$ cat config.mk
export PLATFORM = sky130hd
export DESIGN_NAME = slsd_ctrl
export DESIGN_NICKNAME = d
export VERILOG_FILES = /design/src/rtl/static_list_symmetric_difference_macros.svh /design/src/rtl/slsd_pkg.sv /design/src/rtl/slsd_ctrl.sv
export SDC_FILE = /design/constraint.sdc
export NUM_CORES = 1
export LEC_CHECK = 0
export BUFFER_PORTS_ARGS = -buffer_cell sky130_fd_sc_hd__buf_2
export CAP_MARGIN = 0
export CORE_MARGIN = 3
export CORE_UTILIZATION = 50
export DETAILED_ROUTE_END_ITERATION = 8
export PLACE_DENSITY = 0.77
export SLEW_MARGIN = 5
export SYNTH_ARGS = -nofsm -noshare
export SYNTH_HDL_FRONTEND = slang
export SYNTH_SLANG_ARGS = --single-unit
$ cat constraint.sdc
create_clock -name clk -period 4.6 [get_ports clk]
set_input_delay 0.69 -clock clk [delete_from_list [all_inputs] [get_ports clk]]
set_output_delay 0.69 -clock clk [all_outputs]
set_load 0.1 [all_outputs]
$ cat src/rtl/static_list_symmetric_difference_macros.svh
// Assertion macros for the list store RTL.
`ifndef STATIC_LIST_SYMMETRIC_DIFFERENCE_MACROS_SVH
`define STATIC_LIST_SYMMETRIC_DIFFERENCE_MACROS_SVH

// Same-cycle implication, checked at every rising edge outside reset.
`define SLSD_ASSERT_NOW(label, ante, cons) \
  label: assert property (@(posedge clk) disable iff (!rst_n) (ante) |-> (cons)) \
    else $error("list store assertion failed");

// Next-cycle implication, checked at every rising edge outside reset.
`define SLSD_ASSERT_NEXT(label, ante, cons) \
  label: assert property (@(posedge clk) disable iff (!rst_n) (ante) |=> (cons)) \
    else $error("list store assertion failed");

`endif

$ cat src/rtl/slsd_pkg.sv
// Package with constants, codes and port bundles of the list store.
`timescale 1ns / 1ps

package slsd_pkg;

  // Store geometry.
  localparam int NODE_COUNT = 1024;
  localparam int IDX_W      = $clog2(NODE_COUNT);
  localparam int VALUE_BITS = 32;

  // Operation codes.
  localparam logic [1:0] OP_CLEAR  = 2'd0;
  localparam logic [1:0] OP_APPEND = 2'd1;
  localparam logic [1:0] OP_TOGGLE = 2'd2;
  localparam logic [1:0] OP_LOCATE = 2'd3;

  // Result status codes.
  localparam logic [2:0] ST_CLEARED  = 3'd0;
  localparam logic [2:0] ST_APPENDED = 3'd1;
  localparam logic [2:0] ST_REMOVED  = 3'd2;
  localparam logic [2:0] ST_FOUND    = 3'd3;
  localparam logic [2:0] ST_NOTFOUND = 3'd4;
  localparam logic [2:0] ST_FULL     = 3'd5;

  // Request to the link memory.
  typedef struct packed {
    logic             we;
    logic [IDX_W-1:0] waddr;
    logic [IDX_W-1:0] wdata;
    logic [IDX_W-1:0] raddr;
  } link_req_t;

  // Request to the value memory.
  typedef struct packed {
    logic                  we;
    logic [IDX_W-1:0]      waddr;
    logic [VALUE_BITS-1:0] wdata;
    logic [IDX_W-1:0]      raddr;
  } val_req_t;

endpackage

$ cat src/rtl/slsd_ctrl.sv
// Sequencer that walks, links and frees nodes and holds the result register.
`timescale 1ns / 1ps

module slsd_ctrl (
  input  logic                           clk,
  input  logic                           rst_n,
  input  logic                           in_valid,
  output logic                           in_stall,
  input  logic [1:0]                     in_operation,
  input  logic signed [31:0]             in_value,
  output logic                           out_valid,
  input  logic                           out_stall,
  output logic [2:0]                     out_status,
  output logic [slsd_pkg::IDX_W-1:0]     out_node_index,
  output slsd_pkg::link_req_t            lreq,
  input  logic [slsd_pkg::IDX_W-1:0]     link_rdata,
  output slsd_pkg::val_req_t             vreq,
  input  logic [slsd_pkg::VALUE_BITS-1:0] val_rdata
);

  localparam int IW = slsd_pkg::IDX_W;
  localparam int VW = slsd_pkg::VALUE_BITS;
  localparam logic [IW-1:0] IDX_ZERO = '0;
  localparam logic [IW-1:0] IDX_ONE  = IW'(1);
  localparam logic [IW-1:0] IDX_TWO  = IW'(2);
  localparam logic [IW-1:0] IDX_LAST = IW'(slsd_pkg::NODE_COUNT - 1);

  // Sequencer states.
  localparam logic [3:0] S_SWEEP = 4'd0;
  localparam logic [3:0] S_IDLE  = 4'd1;
  localparam logic [3:0] S_SRCH0 = 4'd2;
  localparam logic [3:0] S_SRCH1 = 4'd3;
  localparam logic [3:0] S_CMP   = 4'd4;
  localparam logic [3:0] S_RM0   = 4'd5;
  localparam logic [3:0] S_RM1   = 4'd6;
  localparam logic [3:0] S_RM2   = 4'd7;
  localparam logic [3:0] S_AL0   = 4'd8;
  localparam logic [3:0] S_AL1   = 4'd9;
  localparam logic [3:0] S_AL2   = 4'd10;
  localparam logic [3:0] S_AL3   = 4'd11;
  localparam logic [3:0] S_AL4   = 4'd12;
  localparam logic [3:0] S_RES   = 4'd13;

  logic [3:0]    state_r, state_nxt;
  logic [1:0]    op_r, op_nxt;
  logic [VW-1:0] val_r, val_nxt;
  logic [IW-1:0] prev_r, prev_nxt;
  logic [IW-1:0] cur_r, cur_nxt;
  logic [IW-1:0] link_r, link_nxt;
  logic [IW-1:0] steps_r, steps_nxt;
  logic [IW-1:0] sweep_r, sweep_nxt;
  logic          report_r, report_nxt;
  logic [IW-1:0] head_r, head_nxt;
  logic [IW-1:0] tail_r, tail_nxt;
  logic [2:0]    res_status_r, res_status_nxt;
  logic [IW-1:0] res_node_r, res_node_nxt;
  logic          out_valid_r, out_valid_nxt;
  logic [2:0]    out_status_r, out_status_nxt;
  logic [IW-1:0] out_node_r, out_node_nxt;

  // Next-state and memory request logic.
  always_comb begin
    state_nxt      = state_r;
    op_nxt         = op_r;
    val_nxt        = val_r;
    prev_nxt       = prev_r;
    cur_nxt        = cur_r;
    link_nxt       = link_r;
    steps_nxt      = steps_r;
    sweep_nxt      = sweep_r;
    report_nxt     = report_r;
    head_nxt       = head_r;
    tail_nxt       = tail_r;
    res_status_nxt = res_status_r;
    res_node_nxt   = res_node_r;
    out_status_nxt = out_status_r;
    out_node_nxt   = out_node_r;
    out_valid_nxt  = out_valid_r && out_stall;
    lreq           = '0;
    vreq           = '0;

    case (state_r)
      // Rebuild the whole chain: node 1 is the head, nodes 2 and up are free.
      S_SWEEP: begin
        lreq.we    = 1'b1;
        lreq.waddr = sweep_r;
        if (sweep_r == IDX_ZERO) begin
          lreq.wdata = IDX_TWO;
        end else if (sweep_r == IDX_ONE || sweep_r == IDX_LAST) begin
          lreq.wdata = IDX_ZERO;
        end else begin
          lreq.wdata = sweep_r + IDX_ONE;
        end
        sweep_nxt = sweep_r + IDX_ONE;
        if (sweep_r == IDX_LAST) begin
          head_nxt = IDX_ONE;
          tail_nxt = IDX_ONE;
          if (report_r) begin
            res_status_nxt = slsd_pkg::ST_CLEARED;
            res_node_nxt   = IDX_ONE;
            state_nxt      = S_RES;
          end else begin
            state_nxt = S_IDLE;
          end
        end
      end

      // Take a new transaction.
      S_IDLE: begin
        if (in_valid) begin
          op_nxt  = in_operation;
          val_nxt = in_value[VW-1:0];
          case (in_operation)
            slsd_pkg::OP_CLEAR: begin
              sweep_nxt  = IDX_ZERO;
              report_nxt = 1'b1;
              state_nxt  = S_SWEEP;
            end
            slsd_pkg::OP_APPEND: state_nxt = S_AL0;
            default:             state_nxt = S_SRCH0;
          endcase
        end
      end

      // Read the head's link to find the first data node.
      S_SRCH0: begin
        lreq.raddr = head_r;
        prev_nxt   = head_r;
        steps_nxt  = IDX_ZERO;
        state_nxt  = S_SRCH1;
      end

      S_SRCH1: begin
        cur_nxt    = link_rdata;
        lreq.raddr = link_rdata;
        vreq.raddr = link_rdata;
        if (link_rdata == IDX_ZERO) begin
          if (op_r == slsd_pkg::OP_LOCATE) begin
            res_status_nxt = slsd_pkg::ST_NOTFOUND;
            res_node_nxt   = IDX_ZERO;
            state_nxt      = S_RES;
          end else begin
            state_nxt = S_AL0;
          end
        end else begin
          state_nxt = S_CMP;
        end
      end

      // One node per cycle: compare its value and follow its link.
      S_CMP: begin
        if (val_rdata == val_r) begin
          link_nxt = link_rdata;
          if (op_r == slsd_pkg::OP_LOCATE) begin
            res_status_nxt = slsd_pkg::ST_FOUND;
            res_node_nxt   = cur_r;
            state_nxt      = S_RES;
          end else begin
            state_nxt = S_RM0;
          end
        end else if (link_rdata == IDX_ZERO || steps_r == IDX_LAST) begin
          if (op_r == slsd_pkg::OP_LOCATE) begin
            res_status_nxt = slsd_pkg::ST_NOTFOUND;
            res_node_nxt   = IDX_ZERO;
            state_nxt      = S_RES;
          end else begin
            state_nxt = S_AL0;
          end
        end else begin
          prev_nxt   = cur_r;
          cur_nxt    = link_rdata;
          steps_nxt  = steps_r + IDX_ONE;
          lreq.raddr = link_rdata;
          vreq.raddr = link_rdata;
        end
      end

      // Unlink the match and read the free chain head.
      S_RM0: begin
        lreq.we    = 1'b1;
        lreq.waddr = prev_r;
        lreq.wdata = link_r;
        lreq.raddr = IDX_ZERO;
        state_nxt  = S_RM1;
      end

      // The freed node points at the old free chain head.
      S_RM1: begin
        lreq.we    = 1'b1;
        lreq.waddr = cur_r;
        lreq.wdata = link_rdata;
        state_nxt  = S_RM2;
      end

      // The freed node becomes the free chain head.
      S_RM2: begin
        lreq.we    = 1'b1;
        lreq.waddr = IDX_ZERO;
        lreq.wdata = cur_r;
        if (tail_r == cur_r) begin
          tail_nxt = prev_r;
        end
        res_status_nxt = slsd_pkg::ST_REMOVED;
        res_node_nxt   = cur_r;
        state_nxt      = S_RES;
      end

      // Allocation: read the free chain head.
      S_AL0: begin
        lreq.raddr = IDX_ZERO;
        state_nxt  = S_AL1;
      end

      S_AL1: begin
        cur_nxt    = link_rdata;
        lreq.raddr = link_rdata;
        if (link_rdata == IDX_ZERO) begin
          res_status_nxt = slsd_pkg::ST_FULL;
          res_node_nxt   = IDX_ZERO;
          state_nxt      = S_RES;
        end else begin
          state_nxt = S_AL2;
        end
      end

      // Pop the node off the free chain and store the value.
      S_AL2: begin
        lreq.we    = 1'b1;
        lreq.waddr = IDX_ZERO;
        lreq.wdata = link_rdata;
        vreq.we    = 1'b1;
        vreq.waddr = cur_r;
        vreq.wdata = val_r;
        state_nxt  = S_AL3;
      end

      // The new node ends the list.
      S_AL3: begin
        lreq.we    = 1'b1;
        lreq.waddr = cur_r;
        lreq.wdata = IDX_ZERO;
        state_nxt  = S_AL4;
      end

      // Hook it behind the old tail.
      S_AL4: begin
        lreq.we        = 1'b1;
        lreq.waddr     = tail_r;
        lreq.wdata     = cur_r;
        tail_nxt       = cur_r;
        res_status_nxt = slsd_pkg::ST_APPENDED;
        res_node_nxt   = cur_r;
        state_nxt      = S_RES;
      end

      // Hand the result to the output register once it is free.
      S_RES: begin
        if (!out_valid_r || !out_stall) begin
          out_valid_nxt  = 1'b1;
          out_status_nxt = res_status_r;
          out_node_nxt   = res_node_r;
          state_nxt      = S_IDLE;
        end
      end

      default: state_nxt = S_IDLE;
    endcase
  end

  // Control registers.
  always_ff @(posedge clk) begin
    if (!rst_n) begin
      state_r     <= S_SWEEP;
      sweep_r     <= '0;
      report_r    <= 1'b0;
      head_r      <= IDX_ONE;
      tail_r      <= IDX_ONE;
      out_valid_r <= 1'b0;
    end else begin
      state_r     <= state_nxt;
      sweep_r     <= sweep_nxt;
      report_r    <= report_nxt;
      head_r      <= head_nxt;
      tail_r      <= tail_nxt;
      out_valid_r <= out_valid_nxt;
    end
  end

  // Payload registers.
  always_ff @(posedge clk) begin
    op_r         <= op_nxt;
    val_r        <= val_nxt;
    prev_r       <= prev_nxt;
    cur_r        <= cur_nxt;
    link_r       <= link_nxt;
    steps_r      <= steps_nxt;
    res_status_r <= res_status_nxt;
    res_node_r   <= res_node_nxt;
    out_status_r <= out_status_nxt;
    out_node_r   <= out_node_nxt;
  end

  assign in_stall       = (state_r != S_IDLE);
  assign out_valid      = out_valid_r;
  assign out_status     = out_status_r;
  assign out_node_index = out_node_r;

endmodule

# Word level (Yosys, flattened, before mapping)
# Index checks and enable logic that the tools add are counted.
# word_totals
output_inout_bits	99
ramBits	0
input_bits	80
mem_count	0
elab_cells	134
regBits	126
romBits	0
latchBits	0
# classes
n_shift	0
eq_ne	33
muxes	55
bitwise	0
n_lt_le_gt_ge	0
addsub	2
multipliers	0
div	0
reduce_logical	29
# op_table
op	n
$mux W10	22
$pmux W21 S7	1
$pmux W10 S2	5
$pmux W10 S3	2
$pmux W4 S13	1
$pmux W10 S5	1
$mux W43	1
$eq A32 B32 Y1	1
$mux W4	8
$mux W3	10
$eq A4 B4 Y1 const B	6
$add A10 B1 Y10 const B	2
$eq A10 B10 Y1 const B	2
$logic_not A10 Y1	2
$ne A2 B2 Y1 const B	10
$pmux W3 S6	1
$eq A4 B3 Y1 const B	4
$reduce_and A3 Y1	5
$reduce_and A7 Y1	2
$eq A10 B1 Y1 const B	1
$eq A10 B10 Y1	1
$eq A4 B2 Y1 const B	2
$pmux W4 S2	1
$ne A3 B3 Y1 const B	2
other kinds (17)	26

# Longest topological paths before layout
# logic_depth
ltp_word	5
mapped_depth	8

# Worst setup path before layout
# Ideal clock, no wire load.
# synth_path
kind	reg2out
startpoint	reg state_r[0]
endpoint	out lreq[1] in the netlist's numbering
n_path_buf	2
t_required_ps	3910
t_arrival_ps	3817
path_stages_with_launch	8
setup_slack_ps	93
path_cell_list	dfxtp_1 -> buf_2 -> nand2b_1 -> or3_1 -> a311o_2 -> o21a_1 -> buf_2 -> a21boi_0
# synth_lines
item	line_no	source
start: declaration	slsd_ctrl.sv:44	logic [3:0] state_r, state_nxt;
start signal: assignment	slsd_ctrl.sv:280	state_r <= state_nxt;
end: declaration	slsd_ctrl.sv:15	output slsd_pkg::link_req_t lreq,

==> reports/qor.csv <==
stage,metric,value,unit
outcome,outcome,"finished, final reports clean",
sta,Tmin final,4.15,ns
global_routing,Overall Global Routing Usage,26.7,%
routing,wire per inst,20.0,um
layout,final instance area,8220,um^2
yosys,synthesized area per cell,10.7,um^2
worst_setup_path,largest fanout on the critical path,21,
routing,DRC,0,
global_routing,grt ovf,0,
worst_setup_path,CP Data Arrival Time,3.46,ns
clock_network,Max clock buf depth,2,
worst_setup_path,critical path's largest stage delay,0.58,ns
sta,hold violation total from the final report,0,
job,max-cap viol count,0,
floorplanning,Die X,121,um
worst_setup_path,"delay-heaviest family, CP",compound AO/OA/AOI/OAI gates,
clock_network,Post-CTS Resized,0,
floorplanning,die area,14600,um^2
routing,vias,5769,
clock_network,CTS Sinks,126,
sta,unrepaired setup endpoints after global routing,no,
sta,final number of max-transition violations,0,
layout,utilization after layout,64.6,%
global_routing,pin count of the biggest net entering global routing,35,
floorplanning,initial core utilization,51.7,%
routing,antenna-violating nets left,0,
global_routing,first-pass GRT wire length,29700,um
sta,Max Clock Freq,241,MHz
yosys,sequential fraction of the synthesis area,53.5,%
clock_network,H-tree levels,4,
layout,Final Non-Filler Cells,968,
yosys,YS warnings,0,
layout,Ant. Diodes,0,
global_routing,initial antenna violation count,0,
sta,Setup TNS,0,ns
yosys,#FFs+latches synth,126,
floorplanning,DIE HEIGHT,121,um
floorplanning,core area,12700,um^2
worst_setup_path,Setup crit start kind,flop,
power_and_ir_drop,Pwr Density,432,nW/um^2
yosys,Post-Syn Instances,613,
routing,first-pass detailed-route iteration total,5,
place,DP HPWL,13700,um
layout,"commonest non-fill, non-tap cell in the layout",buf_2,
worst_setup_path,CP required,3.91,ns
place,placer congestion estimate,0.946,
worst_setup_path,crit path buf inv count,1,
routing,initial DRC count,603,
layout,layout cell share with drive strength beyond 1,29.3,%
clock_network,Clock transition at path regs,0.06,ns
power_and_ir_drop,Leak,3.35,nW
yosys,Netlist cell types,58,
global_routing,number of global-route vias before repair,5682,
yosys,Post-synth EDFFs,100,
yosys,share of flip-flops with an asynchronous set or reset,0,%
sta,Slew @ Worst Pin,1.01,ns
layout,most frequent cells in the layout,"178 x buf_2, 100 x edfxtp_1, 59 x and2_1",
floorplanning,I/O pin cnt,179,
clock_network,CTS tree,done,
yosys,syn nets,697,
hold_path,Hold/Removal Path Class,in2reg,
worst_setup_path,WS Path Type,reg2out,
clock_network,post-CTS setup buffer count,0,
yosys,Synth Flop Type,edfxtp_1,
floorplanning,FP Rows,41,
sta,Slew HR,31.1,%
place,placed inst area,7640,um^2
power_and_ir_drop,Max rail drop VDD,0.268,mV
sta,Tcrit/Tclk final,90.3,%
worst_setup_path,CP max-delay cell,or3_1,
routing,Final Routed Wirelength,19400,um
layout,"Area growth, synth to finish",24.9,%
clock_network,cts bufs inserted,17,
place,# placed instances,936,
clock_network,worst-skew pair later-pin latency,0.42,ns
yosys,synthesized cell area,6580,um^2
sta,final setup fails,0,
layout,nets,867,
clock_network,Hold Buf Count CTS,0,
worst_setup_path,cells along the critical path,nand2b_1 -> or3_1 -> a311o_2 -> o21a_1 -> a21boi_0 -> buf_2,
power_and_ir_drop,Final Power,3.55,mW
sta,clk_skew,0.00684,ns
clock_network,root buffer cell,clkbuf_16,
place,number of port buffers,178,
routing,Vias/cell,5.96,
worst_setup_path,endpoint type of the worst setup path,primary output,
-- metrics by stage --
stage | setup slack (ns) | hold slack, ns
global placement | 0.828 | 0.432
CTS | 0.481 | 0.428
finish | 0.447 | 0.440
global route | 0.255 | 0.425
floorplan | 0.0926 | 0.417
detailed placement | 0.692 | 0.432
-- synth_stat cells, drive strengths merged (5+ instances only) --
library cell,n,area share [%]
edfxtp,100,46
and2,59,5.6
nand2,51,2.9
nor2,41,2.3
xor2,40,5.3
clkbuf,29,1.7
dfxtp,26,7.9
o21ai,25,1.9
a21oi,24,1.8
a222oi,19,2.9
xnor2,17,2.3
nand3,16,1.2
nor2b,15,1.4
a22oi,12,1.4
buf,11,0.91
nor4,11,1.3
a211oi,10,1.1
a21boi,9,1.0
a32o,9,1.4
inv,8,0.46
or3,7,0.67
a21o,6,0.68
nand2b,6,0.57
nor3,6,0.46
or4,6,0.68
nand4,5,0.48
-- final cells by class --
cell class,instances,area [um^2]
sequential,126,3520
timing repair buffer,191,988
clock buffer,20,437
fill,1037,4500
inverter,8,30.0
tap,172,215
multi-input combinational,439,2880
clock inverter,12,145
-- kinds of logic after synthesis --
kind of cell,synth area share (%)
simple gates,19.3
mux,0.171
xor+xnor,7.59
flops,53.5
compound gates,15.6
fa+ha+maj,0.760
buf+inv,3.02
-- metal layers --
layer  GRT usage (%)  vias to the layer above  wire [um]
li1                -                     2630          -
met3            6.88                       53       1720
met5               0                        -          0
met4            12.6                        0        747
met1            33.6                     2742       7670
met2            43.1                      344       9210
-- power breakdown --
| group | switching [mW] | leakage (nW) | internal [mW] |
|---|---|---|---|
| Clock | 0.496 | 0.277 | 0.845 |
| Combinational | 0.586 | 1.95 | 0.219 |
| Sequential | 0.0887 | 1.12 | 1.32 |
-- worst paths after layout --
path	startpoint	endpoint	slack [ns]	cells after the start
setup / recovery	state_r[0]	lreq[5]	0.45	6
hold / removal	in_value[12]	val_r[12]	0.44	1
setup reg to reg	state_r[0]	tail_r[0]	1.27	7
hold reg to reg	res_status_r[2]	out_status[2]	0.45	0
-- state kept, by name, summed over array words and instances, names as in the netlist, 2 cells and up --
name and count:
state_r 4, link_r 10, steps_r 10, res_status_r 3, prev_r 10, val_r 32
cur_r 10, op_r 2, sweep_r 10, out_node_index 10, res_node_r 10, out_status 3
tail_r 10
-- worst reg2reg max path, cell delays in order, from the launching register on --
cell	delay, ns
dfxtp_1	0.75
and4b_1	0.62
nand3_1	0.11
or4_1	0.51
a21oi_1	0.68
buf_4	0.29
and3_1	0.16
o21ai_0	0.08
Note: power is estimated with default switching activity, not from simulation.
